File: src/sv/ascsp_pkg.sv
// Shared types and constants for the ASCII-command stepper pulse generator.
// Item structs, parse phases, register indexes and the half-period divide constants.
// No dependencies.
`default_nettype none

package ascsp_pkg;

    // Motor count default and fixed field widths
    localparam int MOTOR_COUNT_DEF = 4;
    localparam int OUT_LINES       = 4;
    localparam int HP_W            = 13;
    localparam int SPEED_W         = 14;
    localparam int CFG_IDX_W       = 1;

    // Reset values and limits
    localparam logic [HP_W-1:0]    FAST_RESET   = 13'd20;
    localparam logic [HP_W-1:0]    SLOW_RESET   = 13'd6000;
    localparam logic [HP_W-1:0]    DEFAULT_HALF = 13'd5000;
    localparam logic [HP_W-1:0]    ELAPSED_MAX  = 13'h1FFF;
    localparam logic [SPEED_W-1:0] SPEED_FULL   = 14'd1000;

    // Frame characters
    localparam logic [7:0] FRAME_END  = 8'h7C;
    localparam logic [7:0] DASH       = 8'h2D;
    localparam logic [7:0] DIGIT_ZERO = 8'h30;
    localparam logic [7:0] DIGIT_NINE = 8'h39;

    // Floor divide by 1000: bias the signed product positive by a multiple of
    // 1000, drop three bits (divide by 8), then multiply by ceil(2^28/125).
    localparam logic signed [24:0] DIV_BIAS    = 25'sd8192000;
    localparam logic [21:0]        RECIP_125   = 22'd2147484;
    localparam int                 RECIP_SHIFT = 28;

    typedef enum logic [CFG_IDX_W-1:0] {
        CFG_FASTEST = 1'b0,
        CFG_SLOWEST = 1'b1
    } cfg_reg_t;

    typedef enum logic {
        OP_BYTE = 1'b0,
        OP_TICK = 1'b1
    } op_t;

    typedef enum logic [2:0] {
        PH_SEEK    = 3'd0,
        PH_SIGN    = 3'd1,
        PH_DASHED  = 3'd2,
        PH_DIG2    = 3'd3,
        PH_DIG3    = 3'd4,
        PH_DIG4    = 3'd5,
        PH_DISCARD = 3'd6
    } phase_t;

    typedef struct packed {
        logic       operation;
        logic [7:0] rx_byte;
    } in_item_t;

    typedef struct packed {
        logic [OUT_LINES-1:0] step_lines;
        logic [OUT_LINES-1:0] dir_lines;
        logic [OUT_LINES-1:0] enable_lines_n;
        logic                 frame_applied;
    } out_item_t;

endpackage

`default_nettype wire

File: src/sv/ascii_command_stepper_pulse_gen_top.sv
// Stepper pulse generator top level: frame parser, motor tick logic, half-period unit.
// Input and result are registered; one item per cycle sustained while out_stall is low.
// A tick that directly follows a speed-applying byte waits while the
// registered half-period divide finishes. Depends on ascsp_pkg.
// Reset (rst_n, async, active low): parser idle, motors off, dir normal, half-period 5000.
`default_nettype none

module ascii_command_stepper_pulse_gen_top
#(
    parameter int MOTOR_COUNT = ascsp_pkg::MOTOR_COUNT_DEF
)
(
    input  wire                             clk,
    input  wire                             rst_n,
    input  wire                             in_valid,
    output logic                            in_stall,
    input  ascsp_pkg::in_item_t             in_item,
    output logic                            out_valid,
    input  wire                             out_stall,
    output ascsp_pkg::out_item_t            out_item,
    input  wire                             cfg_valid,
    output logic                            cfg_ready,
    input  wire [ascsp_pkg::CFG_IDX_W-1:0]  cfg_index,
    input  wire [ascsp_pkg::HP_W-1:0]       cfg_data
);

    import ascsp_pkg::*;

    localparam int              TGT_W     = $clog2(MOTOR_COUNT + 1);
    localparam logic [3:0]      MAX_DIGIT = 4'(MOTOR_COUNT);

    // Configuration registers
    logic [HP_W-1:0] fast_reg;
    logic [HP_W-1:0] slow_reg;

    // Input and output stage
    logic      in_valid_reg;
    in_item_t  in_item_reg;
    logic      out_valid_reg;
    out_item_t out_item_reg;
    out_item_t out_item_next;
    logic      process;

    // Parser state
    phase_t               phase_reg;
    phase_t               phase_next;
    logic [TGT_W-1:0]     target_reg;
    logic                 reverse_reg;
    logic [SPEED_W-1:0]   accum_reg;

    // Motor state
    logic [MOTOR_COUNT-1:0] enabled_reg;
    logic [MOTOR_COUNT-1:0] enabled_next;
    logic [MOTOR_COUNT-1:0] dir_reg;
    logic [MOTOR_COUNT-1:0] dir_next;
    logic [MOTOR_COUNT-1:0] step_reg;
    logic [MOTOR_COUNT-1:0] step_next;
    logic [HP_W-1:0]        hp_reg      [MOTOR_COUNT];
    logic [HP_W-1:0]        elapsed_reg [MOTOR_COUNT];
    logic [HP_W-1:0]        elapsed_next[MOTOR_COUNT];
    logic [MOTOR_COUNT-1:0] sel_mask;

    // Half-period unit
    logic                   pend_reg;
    logic [23:0]            prod_reg;
    logic [MOTOR_COUNT-1:0] mask_reg;

    // Decode
    logic         is_byte;
    logic         is_tick;
    logic         is_digit;
    logic [3:0]   dval;
    logic         capture_motor;
    logic         set_reverse;
    logic         shift_digit;
    logic         apply;
    logic [SPEED_W-1:0] accum_shift;
    logic [SPEED_W-1:0] speed;
    logic [9:0]         speed_gap;
    logic signed [13:0] hp_diff;
    logic signed [24:0] hp_prod;
    logic signed [24:0] hp_biased;
    logic [20:0]        div_in;
    logic [42:0]        div_prod;
    logic [HP_W-1:0]    hp_new;

    // Handshake: input register acts as the skid stage
    always_comb
    begin
        process = in_valid_reg && (!out_valid_reg || !out_stall)
                  && !(pend_reg && (in_item_reg.operation == OP_TICK));
    end

    assign in_stall  = in_valid_reg && !process;
    assign out_valid = out_valid_reg;
    assign out_item  = out_item_reg;
    assign cfg_ready = 1'b1;

    // Byte decode
    always_comb
    begin
        is_byte  = process && (in_item_reg.operation == OP_BYTE);
        is_tick  = process && (in_item_reg.operation == OP_TICK);
        is_digit = (in_item_reg.rx_byte >= DIGIT_ZERO) && (in_item_reg.rx_byte <= DIGIT_NINE);
        dval     = is_digit ? 4'(in_item_reg.rx_byte - DIGIT_ZERO) : 4'd0;
    end

    // Next parse phase
    always_comb
    begin
        phase_next = phase_reg;
        if (is_byte)
        begin
            unique case (phase_reg)
                PH_SEEK:
                begin
                    if (is_digit && (dval <= MAX_DIGIT))
                        phase_next = PH_SIGN;
                end
                PH_SIGN:
                begin
                    if (in_item_reg.rx_byte == DASH)
                        phase_next = PH_DASHED;
                    else if (is_digit)
                        phase_next = PH_DIG2;
                end
                PH_DASHED:
                begin
                    if (is_digit)
                        phase_next = PH_DIG2;
                end
                PH_DIG2:
                begin
                    if (is_digit)
                        phase_next = PH_DIG3;
                end
                PH_DIG3:
                begin
                    if (is_digit)
                        phase_next = PH_DIG4;
                end
                PH_DIG4:
                begin
                    if (is_digit)
                        phase_next = PH_DISCARD;
                end
                PH_DISCARD:
                begin
                    if (in_item_reg.rx_byte == FRAME_END)
                        phase_next = PH_SEEK;
                end
                default:
                    phase_next = PH_SEEK;
            endcase
        end
    end

    // Parser actions
    always_comb
    begin
        capture_motor = is_byte && (phase_reg == PH_SEEK) && is_digit && (dval <= MAX_DIGIT);
        set_reverse   = is_byte && (phase_reg == PH_SIGN) && (in_item_reg.rx_byte == DASH);
        shift_digit   = is_byte && is_digit
                        && (phase_reg != PH_SEEK) && (phase_reg != PH_DISCARD);
        apply         = shift_digit && (phase_reg == PH_DIG4);
        accum_shift   = SPEED_W'({accum_reg, 3'b000} + {accum_reg, 1'b0} + {10'd0, dval});
        speed         = (accum_shift > SPEED_FULL) ? SPEED_FULL : accum_shift;
        speed_gap     = 10'(SPEED_FULL - speed);
    end

    // Half-period stage one: signed product (slowest - fastest) * (1000 - speed)
    always_comb
    begin
        hp_diff   = $signed({1'b0, slow_reg}) - $signed({1'b0, fast_reg});
        hp_prod   = 25'(hp_diff) * 25'($signed({1'b0, speed_gap}));
        hp_biased = hp_prod + DIV_BIAS;
    end

    // Half-period stage two: floor divide by 1000; the bias of 8192 quotients
    // vanishes modulo 2^13, so only the low quotient bits are added.
    always_comb
    begin
        div_in   = prod_reg[23:3];
        div_prod = 43'(div_in) * 43'(RECIP_125);
        hp_new   = fast_reg + div_prod[RECIP_SHIFT+HP_W-1:RECIP_SHIFT];
    end

    // Motor updates for this item
    always_comb
    begin
        logic [HP_W-1:0] inc;
        logic            toggle;
        for (int i = 0; i < MOTOR_COUNT; i++)
        begin
            sel_mask[i]     = (target_reg == '0) || (target_reg == TGT_W'(i + 1));
            enabled_next[i] = enabled_reg[i];
            dir_next[i]     = dir_reg[i];
            step_next[i]    = step_reg[i];
            elapsed_next[i] = elapsed_reg[i];
            inc             = (elapsed_reg[i] == ELAPSED_MAX) ? elapsed_reg[i]
                                                                : elapsed_reg[i] + 1'b1;
            toggle          = enabled_reg[i] && (inc > hp_reg[i]);
            if (is_tick)
            begin
                elapsed_next[i] = toggle ? '0 : inc;
                step_next[i]    = step_reg[i] ^ toggle;
            end
            if (apply && sel_mask[i])
            begin
                enabled_next[i] = (speed != '0);
                dir_next[i]     = !reverse_reg;
            end
        end
    end

    // Result composition; lines beyond the motor count read zero
    for (genvar j = 0; j < OUT_LINES; j++)
    begin : g_lines
        if (j < MOTOR_COUNT)
        begin : g_used
            assign out_item_next.step_lines[j]     = step_next[j];
            assign out_item_next.dir_lines[j]      = dir_next[j];
            assign out_item_next.enable_lines_n[j] = !enabled_next[j];
        end
        else
        begin : g_unused
            assign out_item_next.step_lines[j]     = 1'b0;
            assign out_item_next.dir_lines[j]      = 1'b0;
            assign out_item_next.enable_lines_n[j] = 1'b0;
        end
    end
    assign out_item_next.frame_applied = apply;

    // Configuration writes
    always_ff @(posedge clk or negedge rst_n)
    begin
        if (!rst_n)
        begin
            fast_reg <= FAST_RESET;
            slow_reg <= SLOW_RESET;
        end
        else if (cfg_valid && cfg_ready)
        begin
            unique case (cfg_index)
                CFG_FASTEST: fast_reg <= cfg_data;
                CFG_SLOWEST: slow_reg <= cfg_data;
                default:     fast_reg <= fast_reg;
            endcase
        end
    end

    // Input register: take a new item when empty or draining
    always_ff @(posedge clk or negedge rst_n)
    begin
        if (!rst_n)
            in_valid_reg <= 1'b0;
        else if (in_valid && !in_stall)
            in_valid_reg <= 1'b1;
        else if (process)
            in_valid_reg <= 1'b0;
    end

    always_ff @(posedge clk)
    begin
        if (in_valid && !in_stall)
            in_item_reg <= in_item;
    end

    // Result register: load on process, drop once taken
    always_ff @(posedge clk or negedge rst_n)
    begin
        if (!rst_n)
            out_valid_reg <= 1'b0;
        else if (process)
            out_valid_reg <= 1'b1;
        else if (!out_stall)
            out_valid_reg <= 1'b0;
    end

    always_ff @(posedge clk)
    begin
        if (process)
            out_item_reg <= out_item_next;
    end

    // Parser registers
    always_ff @(posedge clk or negedge rst_n)
    begin
        if (!rst_n)
        begin
            phase_reg   <= PH_SEEK;
            target_reg  <= '0;
            reverse_reg <= 1'b0;
            accum_reg   <= '0;
        end
        else
        begin
            phase_reg <= phase_next;
            if (capture_motor)
            begin
                target_reg  <= dval[TGT_W-1:0];
                reverse_reg <= 1'b0;
                accum_reg   <= '0;
            end
            if (set_reverse)
                reverse_reg <= 1'b1;
            if (shift_digit)
                accum_reg <= accum_shift;
        end
    end

    // Motor registers and the two-stage half-period update
    always_ff @(posedge clk or negedge rst_n)
    begin
        if (!rst_n)
        begin
            enabled_reg <= '0;
            dir_reg     <= '1;
            step_reg    <= '0;
            pend_reg    <= 1'b0;
            mask_reg    <= '0;
            for (int i = 0; i < MOTOR_COUNT; i++)
            begin
                hp_reg[i]      <= DEFAULT_HALF;
                elapsed_reg[i] <= '0;
            end
        end
        else
        begin
            enabled_reg <= enabled_next;
            dir_reg     <= dir_next;
            step_reg    <= step_next;
            pend_reg    <= apply;
            if (apply)
                mask_reg <= sel_mask;
            for (int i = 0; i < MOTOR_COUNT; i++)
            begin
                elapsed_reg[i] <= elapsed_next[i];
                if (pend_reg && mask_reg[i])
                    hp_reg[i] <= hp_new;
            end
        end
    end

    // Hold the biased product for the divide stage
    always_ff @(posedge clk)
    begin
        if (apply)
            prod_reg <= hp_biased[23:0];
    end

endmodule

`default_nettype wire

File: config.mk
export PLATFORM = sky130hd
export DESIGN_NAME = ascii_command_stepper_pulse_gen_top
export DESIGN_NICKNAME = d
export VERILOG_FILES = /design/src/sv/ascsp_pkg.sv /design/src/sv/ascii_command_stepper_pulse_gen_top.sv
export SDC_FILE = /design/constraint.sdc
export NUM_CORES = 1
export LEC_CHECK = 0
export BUFFER_PORTS_ARGS = -buffer_cell sky130_fd_sc_hd__buf_2
export CAP_MARGIN = 20
export CORE_MARGIN = 2
export CORE_UTILIZATION = 50
export CTS_CLUSTER_DIAMETER = 60
export DETAILED_ROUTE_END_ITERATION = 8
export PLACE_DENSITY = 0.68
export SYNTH_ARGS = -nofsm -noshare
export SYNTH_HDL_FRONTEND = slang
export SYNTH_SLANG_ARGS = --single-unit
export TNS_END_PERCENT = 100
File: constraint.sdc
create_clock -name clk -period 10.2 [get_ports clk]
set_input_delay 3.06 -clock clk [delete_from_list [all_inputs] [get_ports clk]]
set_output_delay 3.06 -clock clk [all_outputs]
set_load 0.03 [all_outputs]
==> flow_summary.json <==
{
  "reg2reg_depth": 36,
  "yosys-top-cells-area": "fa_1 (19%), ha_1 (18%), dfrtp_1 (15%)",
  "hp-start": "step_reg[1]$_DFF_PN0_",
  "synth.distinct_cells": 80,
  "ys_seq_area_frac": 0.239,
  "crit_path_frequent_cell": "fa_1",
  "dpl.hpwl_um": 41300,
  "hold_path_end": "step_reg[1]$_DFF_PN0_",
  "slew_viol_final": 0,
  "numCtsBuffers": 27,
  "routedWlPerCell_um": 16.5,
  "clock_skew_ns": 0.0149,
  "finalCritPeriodShare": 0.955,
  "worstSetupPathType": "flip-flop to flip-flop",
  "synth_edf_count": 43,
  "overflow": 0,
  "hold_violations": 0,
  "setup_tns_ns": 0,
  "h-tree-depth": 1,
  "wl_um": 51300,
  "r2r_end": "prod_reg[23]$_DFFE_PP_",
  "startpoint_type": "flip-flop",
  "setup_violations": 0,
  "fmax_ghz": 0.103,
  "syn_nets": 3032,
  "synth_common_cells": "inv_1 (473), ha_1 (334), nand2_1 (248)",
  "diodes": 0,
  "multi_input_area_um2": 15800,
  "fillers": 4099,
  "worstPathArrival_ns": 10.04,
  "via_count": 16700,
  "synth_top_area_share": 0.194,
  "syn-cell-area_um2": 23200,
  "hold_depth": 1,
  "tightest_slew_ns": 1.22,
  "synth_largest_area_cell": "fa_1",
  "r2r-start": "in_item_reg[6]$_DFFE_PP_",
  "drive_gt1_frac": 0.0990,
  "min_period_ns": 9.74,
  "io_pins": 44,
  "remaining_drc_errors": 0,
  "min_path_type": "flip-flop to flip-flop",
  "cp.required_ns": 10.50,
  "numPortBuffers": 42,
  "synth_most_common_cell": "inv_1",
  "crit_slowest_cell": "or4b_2",
  "vias_per_cell": 5.37,
  "fin_nets": 3071,
  "clkSinkCount": 212,
  "drtAntennaViolNets": 0,
  "coreArea_um2": 45700,
  "die_x_um": 220,
  "path_clk_slew_ns": 0.06,
  "die_y_um": 220,
  "num_rows": 78,
  "grt_pass1_wl_um": 87300,
  "cap_violations": 0,
  "crit_path_max_incr_delay_ns": 0.61,
  "dieArea_um2": 48200,
  "syn_inst": 2445,
  "first_iter_violations": 892,
  "cts_root_buffer": "clkbuf_16",
  "gp_congestion": 0.916,
  "endpoint_kind": "flip-flop",
  "status": "finished, final reports clean",
  "rsz0062_at_grt": "false",
  "rrSetupSlack_ns": 0.46,
  "yosys_warnings": 0,
  "clk_path_buf_depth": 3,
  "seqCellArea_um2": 5560,
  "tritoncts": "yes",
  "dr.pass1.iters": 5,
  "postSynth.asyncResetShare": 0.797,
  "relSlewSlack": 0.183,
  "synthToLayoutAreaGrowth_pct": 8.16,
  "first_global_vias": 17400,
  "globalRouteTotalUtil": 0.225,
  "cts_hold_buf": 0,
  "clk_latency_ns": 0.56,
  "ys_ff_latch": 212,
  "syn_area_per_cell_um2": 9.50,
  "crit_fanout": 8,
  "grt_max_degree": 96,
  "ys.flop_type": "dfrtp_1",
  "start_util": 0.509,
  "antenna_found_initial": 0
}
==> final cells by class <==
class | instances | area share
clock buffer | 35 | 0.0306
inverter | 473 | 0.0706
tap | 600 | 0.0299
multi-input combinational | 1705 | 0.627
timing repair buffer | 65 | 0.0155
sequential | 212 | 0.221
clock inverter | 15 | 0.00548
==> timing repair <==
| item | in CTS | in global routing |
|---|---|---|
| setup buffers | 0 | 1 |
| resized for setup | 0 | 13 |
| setup endpoints to repair | 0 | 7 |
==> worst max-delay path: cells and delay by family (launching register included) <==
family	cells	cell delay, ns
buffers and inverters	4	0.20
AOI/OAI and AO/OA	11	1.92
and+or+nand+nor	11	2.75
xor gates and xnor gates	1	0.15
DFF	1	0.39
adders and majority gates	9	4.06
==> per-stage QoR <==
step / instance area, um^2 / hold slack, ns / utilization / worst slack (ns) / cells
finish: 25100 / 0.465 / 0.550 / 0.459 / 3105
global route: 25100 / 0.489 / 0.550 / 0.0154 / 3105
CTS: 25000 / 0.461 / 0.548 / 0.199 / 3103
detailed placement: 24100 / 0.449 / 0.528 / 0.193 / 3053
global placement: 24100 / 0.446 / 0.528 / 0.462 / 3053
floorplan: 23200 / 0.432 / - / 0.0997 / 2445
==> cells by family after synthesis <==
logic type               count (synthesis)  synth area share
adder cells (fa/ha/maj)                559             0.374
AO/OA/AOI/OAI                          344            0.0939
AND/OR/NAND/NOR                        604             0.124
flip-flops                             212             0.239
buffers and inverters                  528            0.0863
multiplexers                            74            0.0355
XOR/XNOR                               123            0.0473
other                                    1          0.000161
==> how the worst max path moves through the flow <==
stage | from | cells past startpoint | endpoint
6_report | in_item_reg[6]$_DFFE_PP_ | 36 | prod_reg[23]$_DFFE_PP_
5_1_grt | in_item_reg[6]$_DFFE_PP_ | 36 | prod_reg[23]$_DFFE_PP_
4_1_cts | in_item_reg[6]$_DFFE_PP_ | 36 | prod_reg[23]$_DFFE_PP_
3_5_place_dp | in_item_reg[6]$_DFFE_PP_ | 35 | prod_reg[23]$_DFFE_PP_
3_3_place_gp | in_item_reg[6]$_DFFE_PP_ | 36 | prod_reg[23]$_DFFE_PP_
2_1_floorplan | in_item_reg[6]$_DFFE_PP_ | 42 | prod_reg[23]$_DFFE_PP_
==> cells in the final DEF (no fill, tap or decap), types with 5 or more instances in the layout <==
cell type  netlist  routed
inv_1          473     473
ha_1           334     333
nand2_1        248     248
fa_1           225     225
dfrtp_1        136     136
o21ai_0        126     125
nor2_1         100     100
xnor2_1         87      86
a21oi_1         73      72
mux2_2          64      64
nand3_1         54      54
edfxtp_1        43      43
buf_2            9      41
and2_1          38      37
xor2_1          34      33
dfstp_2         33      33
a21o_1          30      29
clkbuf_16        0      29
nor2b_1         26      25
nor3_1          24      24
o21a_1          24      24
nand2b_1        23      23
buf_4            3      23
nand4_1         22      22
and3_1          17      17
or3_1           11      11
o21bai_1        11      11
or2_2           11      11
mux2i_1          9       9
a211oi_1         8       8
o41ai_1          7       6
a21boi_0         6       6
and4_1           6       6
o21ai_1          5       5
nor4_1           5       5
o31ai_1          5       5
==> layer usage <==
layer  share of wire  vias to the layer above  GRT usage
met5               0                        -          0
met4           0.033                        0     0.0680
met3           0.040                       93     0.0246
met2            0.47                      318      0.379
met1            0.45                     8206      0.307
li1                -                     8072          -
Power is left out: the tool's default activity adds up to more than one toggle a clock period on the data nets, which glitch-free logic cannot reach.
